File: src/sliding_window_geometric_median_2d_defines.svh
// Assertion macros for the geometric median filter
`ifndef SLIDING_WINDOW_GEOMETRIC_MEDIAN_2D_DEFINES_SVH
`define SLIDING_WINDOW_GEOMETRIC_MEDIAN_2D_DEFINES_SVH
`ifndef SYNTHESIS
`define SWGM_ASSERT(label, clk, rst_n, prop) \
    label: assert property (@(posedge clk) disable iff (!rst_n) prop) \
        else $error("assertion failed");
`define SWGM_ASSERT_NR(label, clk, prop) \
    label: assert property (@(posedge clk) prop) else $error("assertion failed");
`else
`define SWGM_ASSERT(label, clk, rst_n, prop)
`define SWGM_ASSERT_NR(label, clk, prop)
`endif
`endif

File: src/swgm_pkg.sv
// Shared types and constants for the geometric median filter
`timescale 1ns / 1ps
package swgm_pkg;
    localparam int WindowMax = 32;
    localparam int IdxW = $clog2(WindowMax);
    localparam int CntW = IdxW + 1;
    localparam int IterLimit = 150;
    localparam int IterW = 8;
    localparam logic [63:0] NearSq = 64'd4295;
    localparam logic signed [47:0] StartX = -48'sd65536;
    localparam logic signed [47:0] StartY = -48'sd131072;

    // datapath commands
    typedef enum logic [3:0] {
        CMD_NONE, CMD_LOAD, CMD_CLEAR_ACC, CMD_READ, CMD_DIFF, CMD_SQ, CMD_SUM,
        CMD_SQRT_START, CMD_DIV_W_START, CMD_ACC, CMD_DIVX_START, CMD_DIVY_START,
        CMD_UPDATE, CMD_INIT_EST
    } cmd_e_t;

    typedef struct packed {
        cmd_e_t          cmd;
        logic [IdxW-1:0] slot;
    } dp_cmd_t;

    typedef struct packed {
        logic unit_done;
        logic near;
        logic sw_zero;
        logic same;
    } dp_stat_t;
endpackage

File: src/swgm_ctrl.sv
// Controller for the window bookkeeping and the Weiszfeld passes
`timescale 1ns / 1ps
`include "sliding_window_geometric_median_2d_defines.svh"
module swgm_ctrl
    import swgm_pkg::*;
(
    input  logic          aclk,
    input  logic          aresetn,
    input  logic          in_fire,
    input  logic          in_valid_pt,
    input  logic [29:0]   in_point,
    input  logic [5:0]    win_len,
    input  logic          out_fire,
    input  dp_stat_t      stat,
    input  logic [29:0]   rd_point,
    input  logic [14:0]   med_x,
    input  logic [14:0]   med_y,
    output dp_cmd_t       cmd,
    output logic          wr_en,
    output logic [IdxW-1:0] wr_slot,
    output logic [29:0]   wr_data,
    output logic          in_ready,
    output logic          out_valid,
    output logic [14:0]   out_x,
    output logic [14:0]   out_y,
    output logic [5:0]    out_fill,
    output logic          out_nc
);
    typedef enum logic [4:0] {
        S_IDLE, S_TRIM, S_DECIDE, S_SINGLE_RD, S_SINGLE_WAIT, S_SINGLE,
        S_PASS, S_RD, S_RD_WAIT, S_LOAD, S_DIFF, S_SQ, S_SUM, S_SQRT, S_SQRT_W,
        S_DIVW_W, S_ACC, S_DIVX, S_DIVX_W, S_DIVY, S_DIVY_W, S_UPD, S_CHECK,
        S_FINISH, S_OUT
    } state_t;

    state_t state_reg, state_next;
    logic [IdxW-1:0] oldest_reg, oldest_next;
    logic [CntW-1:0] fill_reg, fill_next;
    logic [IdxW-1:0] k_reg, k_next;
    logic [IterW-1:0] pass_reg, pass_next;
    logic out_valid_reg, out_valid_next;
    logic [14:0] ox_reg, ox_next, oy_reg, oy_next;
    logic nc_reg, nc_next;
    logic [CntW-1:0] len;

    assign len = (win_len > 6'(WindowMax)) ? CntW'(WindowMax) : CntW'(win_len);

    always_comb begin
        state_next = state_reg;
        oldest_next = oldest_reg;
        fill_next = fill_reg;
        k_next = k_reg;
        pass_next = pass_reg;
        out_valid_next = out_valid_reg;
        ox_next = ox_reg;
        oy_next = oy_reg;
        nc_next = nc_reg;
        cmd.cmd = CMD_NONE;
        cmd.slot = IdxW'(oldest_reg + k_reg);
        wr_en = 1'b0;
        wr_slot = IdxW'(oldest_reg + fill_reg[IdxW-1:0]);
        wr_data = in_point;
        unique case (state_reg)
            S_IDLE: begin
                if (in_fire) begin
                    if (in_valid_pt) begin
                        wr_en = 1'b1;
                        if (fill_reg >= CntW'(WindowMax)) begin
                            wr_slot = oldest_reg;
                            oldest_next = IdxW'(oldest_reg + 1'b1);
                        end else begin
                            fill_next = fill_reg + 1'b1;
                        end
                    end
                    state_next = S_TRIM;
                end
            end
            S_TRIM: begin
                if (fill_reg > len) begin
                    oldest_next = IdxW'(oldest_reg + 1'b1);
                    fill_next = fill_reg - 1'b1;
                end else begin
                    state_next = S_DECIDE;
                end
            end
            S_DECIDE: begin
                nc_next = 1'b0;
                k_next = '0;
                pass_next = '0;
                cmd.cmd = CMD_INIT_EST;
                if (fill_reg == '0) begin
                    ox_next = '0;
                    oy_next = '0;
                    state_next = S_OUT;
                    out_valid_next = 1'b1;
                end else if (fill_reg == CntW'(1)) begin
                    state_next = S_SINGLE_WAIT;
                end else begin
                    state_next = S_PASS;
                end
            end
            S_SINGLE_RD: state_next = S_SINGLE_WAIT;
            S_SINGLE_WAIT: state_next = S_SINGLE;
            S_SINGLE: begin
                ox_next = rd_point[14:0];
                oy_next = rd_point[29:15];
                out_valid_next = 1'b1;
                state_next = S_OUT;
            end
            S_PASS: begin
                cmd.cmd = CMD_CLEAR_ACC;
                k_next = '0;
                state_next = S_RD;
            end
            S_RD: state_next = S_RD_WAIT;
            S_RD_WAIT: state_next = S_LOAD;
            S_LOAD: begin
                cmd.cmd = CMD_LOAD;
                state_next = S_DIFF;
            end
            S_DIFF: begin
                cmd.cmd = CMD_DIFF;
                state_next = S_SQ;
            end
            S_SQ: begin
                cmd.cmd = CMD_SQ;
                state_next = S_SUM;
            end
            S_SUM: begin
                cmd.cmd = CMD_SUM;
                state_next = S_SQRT;
            end
            S_SQRT: begin
                if (stat.near) begin
                    state_next = S_CHECK;
                end else begin
                    cmd.cmd = CMD_SQRT_START;
                    state_next = S_SQRT_W;
                end
            end
            S_SQRT_W: begin
                if (stat.unit_done) begin
                    cmd.cmd = CMD_DIV_W_START;
                    state_next = S_DIVW_W;
                end
            end
            S_DIVW_W: begin
                if (stat.unit_done) begin
                    state_next = S_ACC;
                end
            end
            S_ACC: begin
                cmd.cmd = CMD_ACC;
                state_next = S_CHECK;
            end
            S_CHECK: begin
                if (CntW'(k_reg) + 1'b1 >= fill_reg) begin
                    state_next = S_DIVX;
                end else begin
                    k_next = IdxW'(k_reg + 1'b1);
                    state_next = S_RD;
                end
            end
            S_DIVX: begin
                if (stat.sw_zero) begin
                    state_next = S_UPD;
                end else begin
                    cmd.cmd = CMD_DIVX_START;
                    state_next = S_DIVX_W;
                end
            end
            S_DIVX_W: begin
                if (stat.unit_done) begin
                    cmd.cmd = CMD_DIVY_START;
                    state_next = S_DIVY_W;
                end
            end
            S_DIVY_W: begin
                if (stat.unit_done) begin
                    state_next = S_UPD;
                end
            end
            S_DIVY: state_next = S_UPD;
            S_UPD: begin
                cmd.cmd = CMD_UPDATE;
                pass_next = pass_reg + 1'b1;
                state_next = S_FINISH;
            end
            S_FINISH: begin
                if (pass_reg > IterW'(IterLimit)) begin
                    nc_next = 1'b1;
                    ox_next = med_x;
                    oy_next = med_y;
                    out_valid_next = 1'b1;
                    state_next = S_OUT;
                end else if (stat.same) begin
                    ox_next = med_x;
                    oy_next = med_y;
                    out_valid_next = 1'b1;
                    state_next = S_OUT;
                end else begin
                    cmd.cmd = CMD_READ;
                    state_next = S_PASS;
                end
            end
            S_OUT: begin
                if (out_fire) begin
                    out_valid_next = 1'b0;
                    state_next = S_IDLE;
                end
            end
            default: state_next = S_IDLE;
        endcase
    end

    always_ff @(posedge aclk) begin
        if (!aresetn) begin
            state_reg <= S_IDLE;
            oldest_reg <= '0;
            fill_reg <= '0;
            k_reg <= '0;
            pass_reg <= '0;
            out_valid_reg <= 1'b0;
            nc_reg <= 1'b0;
        end else begin
            state_reg <= state_next;
            oldest_reg <= oldest_next;
            fill_reg <= fill_next;
            k_reg <= k_next;
            pass_reg <= pass_next;
            out_valid_reg <= out_valid_next;
            nc_reg <= nc_next;
        end
        ox_reg <= ox_next;
        oy_reg <= oy_next;
    end

    assign in_ready = (state_reg == S_IDLE);
    assign out_valid = out_valid_reg;
    assign out_x = ox_reg;
    assign out_y = oy_reg;
    assign out_fill = 6'(fill_reg);
    assign out_nc = nc_reg;

    `SWGM_ASSERT(a_fill_max, aclk, aresetn, fill_reg <= CntW'(WindowMax))
    `SWGM_ASSERT(a_valid_out, aclk, aresetn, out_valid_reg |-> state_reg == S_OUT)
    `SWGM_ASSERT(a_pass_lim, aclk, aresetn, pass_reg <= IterW'(IterLimit + 1))
    `SWGM_ASSERT(a_nc_fill, aclk, aresetn, (out_valid_reg && nc_reg) |-> fill_reg >= CntW'(2))
endmodule

File: config.mk
export PLATFORM = sky130hd
export DESIGN_NAME = swgm_ctrl
export DESIGN_NICKNAME = d
export VERILOG_FILES = /design/src/swgm_pkg.sv /design/src/swgm_ctrl.sv
export VERILOG_INCLUDE_DIRS = /design/src /design/src/src
export SDC_FILE = /design/constraint.sdc
export NUM_CORES = 1
export LEC_CHECK = 0
export BUFFER_PORTS_ARGS = -buffer_cell sky130_fd_sc_hd__buf_4
export CAP_MARGIN = 20
export CORE_ASPECT_RATIO = 1.25
export CORE_MARGIN = 4
export CORE_UTILIZATION = 40
export DETAILED_ROUTE_END_ITERATION = 12
export PLACE_DENSITY = 0.77
export SLEW_MARGIN = 10
export SYNTH_ARGS = -nofsm -noshare
export SYNTH_HDL_FRONTEND = slang
export SYNTH_SLANG_ARGS = --single-unit
File: constraint.sdc
create_clock -name aclk -period 5.2 [get_ports aclk]
set_input_delay 0 -clock aclk [delete_from_list [all_inputs] [get_ports aclk]]
set_output_delay 0 -clock aclk [all_outputs]
set_load 0.005 [all_outputs]
==> summary.txt, run 1 <==
CTS
  • Setup fix buffers added after clock tree synthesis: 0
  • Clock buffer count from CTS: 9
  • H-tree Lvls: 3
  • CTS Buffer Depth: 2
  • Clk pin slew, worst setup/hold paths: roughly 0.050 ns
  • Clock latency on the worst-skew pair: about 0.33 ns
  • Clock sink count: approximately 60
  • Root buffer cell: clkbuf_16
  • CTS tree: yes
  • CTS resizes: 0

STA
  • Hold Vio Cnt, Final: 0
  • Worst relative slew slack: roughly 41%
  • Minimum clock period: around 2.8 ns
  • RSZ-0062 raised after global routing: no
  • Max Clk Rate: approximately 0.35 GHz
  • Setup TNS: 0 ns
  • Final setup vio count: 0
  • Clock skew: 0.0102 ns
  • Max Slew Vio Count: 0
  • Slew @ Worst Pin: around 0.88 ns
  • Fin crit share: between 50% and 60%

Finish
  • Final Instance Area: approximately 0.006 sq mm
  • Synth-to-Final Area Change: 41.4%
  • Fill cell count: 859
  • Area of the multi-input gates: around 0.0022 sq mm
  • Fin nets: about 740
  • Layout cell share with drive strength beyond 1: 26.5%
  • Ant diodes: 0
  • Reg area: around 0.0015 sq mm

Worst hold path
  • Worst Hold Class: in -> out

Routing
  • Via count: approximately 4100
  • Highest metal layer with signal wires: met4
  • Post-route ant nets: 0
  • Wire per inst: approximately 17 um
  • Starting DRT DRC Count: 330
  • M1 WL: between 5000 and 6000 um
  • DR DRC count: 0
  • Met3 WL: approximately 1100 um
  • TritonRoute pass-1 iters: 5
  • Drt via density: approximately 5.5
  • Met2 wire length: 5950 um
  • Drt total wl: around 13000 um

Global routing
  • Largest net degree at the start of global routing: 31
  • Vias in the first global route: 3958
  • GRT Resource Usage Total: approximately a fifth
  • Gr ovfl total: 0
  • Initial antenna violation count: 0
  • Global-route wire length before repair: a little under 20000 um

Yosys
  • Mapped Area: ~0.0042 sq mm
  • Synthesized instance count: roughly 460
  • Yosys top cell by area: edfxtp_1
  • Syn_nets: about 600
  • Yosys reg bits: 61
  • Post-synthesis sequential area ratio: 36.5%
  • Top post-synthesis cells by area: edfxtp_1 (22%), dfxtp_1 (15%), ha_1 (8.4%)
  • Asr flop ratio synth: 0%
  • Number of synthesized flops with an enable pin: 30
  • Synth cell count leaders: nand2_1 (36), nor2_1 (36), dfxtp_1 (31)
  • Top_reg_cell synth: dfxtp_1
  • Yosys warning total: 0
  • Post-synth cell types: 60
  • Syn_area_per_cell: 9.15 sq um
  • Share of the synthesized area in the top cell type: a little over a fifth

Setup path
  • CP Class: reg -> reg
  • WP data arrival: 3.01 ns
  • Critical Path RT: between 5 and 6 ns
  • CP endpoint kind: flop
  • Critical Path Fanout Max: 29
  • Worst setup SP type: flop

Floorplanning
  • I/O pin total: approximately 190
  • Die Height: around 120 um
  • Die area: between 0.01 and 0.015 sq mm
  • Core Rows: between 40 and 50
  • Starting Density: between 40 and 50%
  • Die X: a little under 100 um
  • Core footprint: roughly 0.010 sq mm

Pwr
  • Peak supply drop: 248 uV
  • Leak pwr: about 2.6 nW
  • Power Dens Cells: about 400 mW/mm^2

Placement
  • Area post-placement: roughly 0.005 sq mm
  • PortBufs: between 100 and 150
  • DPL Wire Length: 8400 um
  • Global placement routability congestion: 0.879

Run status
  • Status: completed

Job
  • Maxcap violations: 0
==> where the power goes <==
part | internal (mW) | switching (mW) | leakage, nW | total, mW
Sequential | 0.629 | 0.157 | 0.528 | 0.786
Combinational | 0.497 | 0.502 | 1.95 | 0.999
Clock | 0.380 | 0.204 | 0.143 | 0.584
Total | 1.51 | 0.863 | 2.62 | 2.37
==> worst max-delay path, cell delays in order (launching register included) <==
cell and delay (ns):
dfxtp_1 0.89, nand3b_1 0.30, nor2_2 0.49, buf_8 0.26, a22o_1 0.15, dlygate4sd3_1 0.58
==> per-stage QoR <==
step | utilization, % | hold slack, ns | power, mW | cells | setup WS [ns]
after floorplan | - | 0.0808 | 1.38 | 456 | 2.07
after global placement | 49.2 | 0.0000346 | 1.71 | 664 | 2.59
after detailed placement | 49.4 | 0.0000346 | 1.73 | 665 | 2.55
after CTS | 58.0 | 0.0000346 | 2.36 | 739 | 2.41
after global routing | 58.1 | 0.00000794 | 2.53 | 740 | 2.17
final | 58.1 | 0.00000197 | 2.37 | 740 | 2.37
==> cells in the final DEF, fill, tap and decap left out, drive strengths merged, types with 3 or more instances in the layout <==
cell type / instances
inv: 24
xnor2: 13
nand3: 8
nor2: 36
dlygate4sd3: 59
a22o: 30
nand4: 7
or3: 7
clkbuf: 11
a31oi: 6
a22oi: 4
mux2: 8
xor2: 3
ha: 28
a21o: 6
o21ai: 22
nor2b: 7
buf: 131
nand2b: 6
mux2i: 7
edfxtp: 30
a32oi: 5
and3: 3
nor3: 14
clkinv: 4
dfxtp: 31
nand2: 36
a21oi: 26
==> layout make-up <==
| class | instances | share of cell area (%) |
|---|---|---|
| repair buffers | 190 | 26.8 |
| inverters | 25 | 1.59 |
| flip-flops and latches | 61 | 25.8 |
| well taps | 129 | 2.73 |
| clock buffers | 11 | 4.11 |
| clock inverters | 5 | 0.869 |
| multi-input cells | 319 | 38.1 |
==> per-layer routing <==
metal	GRT usage (%)	vias up
met5	0	-
met4	7.09	0
met3	4.95	22
met2	33.7	213
met1	25.9	1931
li1	-	1933
==> timing repair <==
action	4_1_cts	5_1_grt
hold endpoints to repair	34	1
endpoints found under the setup margin	0	0
hold buffers	58	1
==> logic make-up (layout without fill, tap and decap cells) <==
family	Yosys count	count (layout)	share of synthesized area, %
DFF	61	61	36.5
buffers and inverters	76	231	10.0
AOI/OAI and AO/OA	120	120	20.4
and+or+nand+nor	138	138	16.6
muxes	15	15	3.84
adders and majority gates	30	30	9.35
xor gates and xnor gates	16	16	3.36
==> path summary, 6_finish.rpt <==
path	from	slack, ns	cells after the start	endpoint
worst max-delay path	state_reg[4]$_SDFFE_PN0P_	2.37	5	out_y[5]$_DFFE_PP_
worst min-delay path	in_point[13]	0.000002	0	wr_data[13]
worst max register to register	state_reg[4]$_SDFFE_PN0P_	2.37	5	out_y[5]$_DFFE_PP_
worst min register to register	pass_reg[4]$_SDFFE_PN0P_	0.53	2	pass_reg[4]$_SDFFE_PN0P_
Note: power is estimated with default switching activity, not from simulation.
==> inputs of run 2 (changes only) <==
--- a/config.mk
+++ b/config.mk
@@ -6,13 +6,14 @@
 export SDC_FILE = /design/constraint.sdc
 export NUM_CORES = 1
 export LEC_CHECK = 0
+export ABC_AREA = 1
 export BUFFER_PORTS_ARGS = -buffer_cell sky130_fd_sc_hd__buf_4
 export CAP_MARGIN = 20
 export CORE_ASPECT_RATIO = 1.25
 export CORE_MARGIN = 4
 export CORE_UTILIZATION = 40
 export DETAILED_ROUTE_END_ITERATION = 12
-export PLACE_DENSITY = 0.77
+export PLACE_DENSITY = 0.76
 export SLEW_MARGIN = 10
 export SYNTH_ARGS = -nofsm -noshare
 export SYNTH_HDL_FRONTEND = slang
==> constraint.sdc (replaced) <==
create_clock -name aclk -period 2.7 [get_ports aclk]
set_input_delay 0 -clock aclk [delete_from_list [all_inputs] [get_ports aclk]]
set_output_delay 0 -clock aclk [all_outputs]
set_load 0.005 [all_outputs]
==> run 2 against run 1 <==
  * Wire length increased by 6.0%
  * Critical path depth rose by 3
  * Fmax increased by 12%
  * Largest cell class unchanged
==> summary.txt, run 2 <==
Run status
  • Status: completed

CTS
  • Clk pin slew, worst setup/hold paths: 0.06 ns (about the same)
  • Clock buffer count from CTS: 9 (unchanged)
  • Root buffer cell: clkbuf_16
  • Clock sink count: 61 (unchanged)
  • CTS tree: yes
  • H-tree Lvls: 3 (unchanged)
  • CTS Buffer Depth: 2 (unchanged)
  • Clock latency on the worst-skew pair: 0.33 ns (about the same)

Placement
  • DPL Wire Length: 9180 um (+9.4%)
  • Global placement routability congestion: 0.976 (+11%)
  • PortBufs: 128 (unchanged)
  • Placed Cells: 773 (+16%)

Routing
  • Via count: 4431 (+8.1%)
  • TritonRoute pass-1 iters: 5 (unchanged)
  • DR DRC count: 0 (unchanged)
  • Wire per inst: 15.7 um (-8.2%)
  • Post-route ant nets: 0 (unchanged)
  • Starting DRT DRC Count: 201 (-39%)
  • Drt via density: 5.19 (-6.3%)
  • Drt total wl: 13400 um (+6.0%)

Finish
  • Non-filler cells, final: 854 (+15%)
  • Ant diodes: 0 (unchanged)
  • Commonest cells after routing, fill and taps aside: buf_4 (134), nand2_1 (116), dlygate4sd3_1 (60)
  • Fill cell count: 883 (+2.8%)
  • Synth-to-Final Area Change: 41.2%
  • Fin nets: 852 (+15%)
  • Layout cell share with drive strength beyond 1: 25.6% (-0.89 points)
  • Most common cell after layout, fill and taps aside: buf_4

Floorplanning
  • Core Rows: 42 (+2.4%)
  • Die area: 0.0126 sq mm (+4.1%)
  • I/O pin total: 189 (unchanged)
  • Core footprint: 0.0106 sq mm (+4.5%)
  • Starting Density: 41.1% (about the same)
  • Die Height: 125 um (+2.1%)
  • Die X: 101 um (+2.0%)

Yosys
  • Yosys warning total: 0 (unchanged)
  • Cell with the most instances after synthesis: nand2_1
  • Yosys top cell by area: edfxtp_1
  • Asr flop ratio synth: 0% (unchanged)
  • Mapped Area: 0.00436 sq mm (+4.5%)
  • Synth cell count leaders: nand2_1 (116), nor2_1 (50), inv_1 (43), a21oi_1 (39), nand3_1 (33)
  • Post-synthesis sequential area ratio: 34.9% (-1.6 points)
  • Syn_nets: 690 (+17%)
  • Yosys reg bits: 61 (unchanged)
  • Synthesized instance count: 555 (+22%)
  • Top_reg_cell synth: dfxtp_1
  • Top post-synthesis cells by area: edfxtp_1 (21%), dfxtp_1 (14%), nand2_1 (10%)
  • Syn_area_per_cell: 7.86 sq um (-14%)
  • Post-synth cell types: 42 (-30%)
  • Number of synthesized flops with an enable pin: 30 (unchanged)
  • Share of the synthesized area in the top cell type: 20.7% (-0.92 points)

STA
  • Worst relative slew slack: 44.7% (+3.7 points)
  • Setup TNS: 0 ns (unchanged)
  • Hold WS: 0.00000198 ns (+0.0000000130 ns)
  • Minimum clock period: 2.53 ns (-0.303 ns)
  • Fin crit share: 93.7% (+39 points)
  • Max Slew Vio Count: 0 (unchanged)
  • Slew @ Worst Pin: 0.828 ns (-0.0559 ns)
  • Max Clk Rate: 0.395 GHz (+12%)
  • RSZ-0062 raised after global routing: no
  • Final setup vio count: 0 (unchanged)
  • Clock skew: 0.00779 ns (-0.00244 ns)
  • Hold Vio Cnt, Final: 0 (unchanged)

Global routing
  • Routing usage on met3: 4.99% (+0.040 points)
  • Met2 GRT Util: 34.2% (+0.59 points)
  • Vias in the first global route: 4311 (+8.9%)
  • Gr ovfl total: 0 (unchanged)
  • GRT Resource Usage Total: 20.6% (+0.27 points)
  • Initial antenna violation count: 0 (unchanged)
  • Busiest grt layer: met2
  • Largest net degree at the start of global routing: 32 (+3.2%)
  • Met1 Use GR: 25.0% (-0.90 points)
  • Global-route wire length before repair: 21000 um (+5.8%)

Setup path
  • Crit path largest cell delay: 0.58 ns (-0.31 ns)
  • Reg-to-Reg Start: state_reg[1]$_SDFFE_PN0P_
  • CP Class: reg -> reg
  • CP endpoint kind: flop
  • WP buf/inv: 4 (+2)
  • WP data arrival: 2.59 ns (-0.42 ns)
  • Critical Path Source: state_reg[1]$_SDFFE_PN0P_
  • Worst setup SP type: flop
  • Critical path's top delay family: buffers and inverters
  • Critical Path RT: 2.76 ns (-2.62 ns)
  • Crit path max-delay cell type: dlygate4sd3_1
  • Critical Path Fanout Max: 9 (-69%)
  • Worst path cell trace: clkinv_2, nand2_4, nor2_2, nand2_1, clkinvlp_4, buf_4, a22o_1, dlygate4sd3_1

Pwr
  • Power Dens Cells: 858 mW/mm^2 (+110%)
  • Peak supply drop: 737 uV (+200%)
  • Leak pwr: 2.95 nW (+12%)

Worst hold path
  • Hold wc startpoint: in_point[22]
  • Worst Hold Class: in -> out

Job
  • Maxcap violations: 0 (unchanged)
-- run 2: cell count changes in the layout (fill, tap and decap cells not counted), moves of 12 or more --
cell,delta
nand2_1,+80
a21oi_1,+15
nand3_1,+25
xor2_1,+13
nor2_1,+15
inv_2,+12
inv_1,+18
-- run 2: cells by family after synthesis --
kind of cell / after synthesis / synth area share (%)
flip-flops: 61 / 34.9
AO/OA/AOI/OAI: 107 / 15.6
adder cells (fa/ha/maj): 30 / 8.95
buffers and inverters: 102 / 12.0
AND/OR/NAND/NOR: 234 / 24.3
XOR/XNOR: 21 / 4.22
-- run 2: metal layers --
metal  vias up  share of wire (%)
met5         -                  0
met4         0                3.4
met3        43                9.1
met2       216                 47
met1      1997                 41
li1       2175                  -
-- run 2: per-stage QoR --
step	setup slack (ns)	power [mW]	utilization, %	cell area, sq um
after detailed placement	0.460	3.94	49.0	5200
after global placement	0.621	3.90	49.0	5200
final	0.170	5.28	58.0	6160
after floorplan	0.521	3.07	-	4360
after global routing	0.00504	5.72	58.0	6160
after CTS	0.0485	5.24	57.6	6110
-- run 2: path summary, 6_finish.rpt --
kind,endpoint,slack [ns],depth (start not counted)
max,out_x[5]$_DFFE_PP_,0.17,8
min reg2reg,out_nc$_SDFFE_PN0P_,0.48,2
max reg2reg,out_x[5]$_DFFE_PP_,0.17,8
min,wr_data[22],0.000002,0
-- run 2: power breakdown --
group,internal [mW],switching (mW),leakage (nW)
logic,1.11,1.44,2.27
clock network,0.805,0.408,0.145
registers,1.25,0.275,0.534
total,3.16,2.12,2.95
-- run 2: area by class of cell --
| type | count | area (sq um) | area share, % |
|---|---|---|---|
| well taps | 132 | 165 | 2.68 |
| clock buffers | 10 | 229 | 3.72 |
| repair buffers | 194 | 1610 | 26.1 |
| repair inverters | 1 | 7.51 | 0.122 |
| clock inverters | 6 | 87.6 | 1.42 |
| inverters | 58 | 224 | 3.64 |
| flip-flops and latches | 61 | 1520 | 24.7 |
| multi-input cells | 392 | 2310 | 37.6 |
-- run 2: repair_timing --
| item | in CTS | in global routing |
|---|---|---|
| hold endpoints to repair | 36 | 0 |
| gates resized for setup | 0 | 2 |
| endpoints found under the setup margin | 0 | 29 |
| hold buffers | 60 | 0 |
| setup buffers | 0 | 4 |
-- run 2: worst register-to-register path, stage by stage, from the launching register on --
cell and delay (ns):
dfxtp_1 0.52, clkinv_2 0.17, nand2_4 0.12, nor2_2 0.07, nand2_1 0.26, clkinvlp_4 0.15
buf_4 0.18, a22o_1 0.21, dlygate4sd3_1 0.58
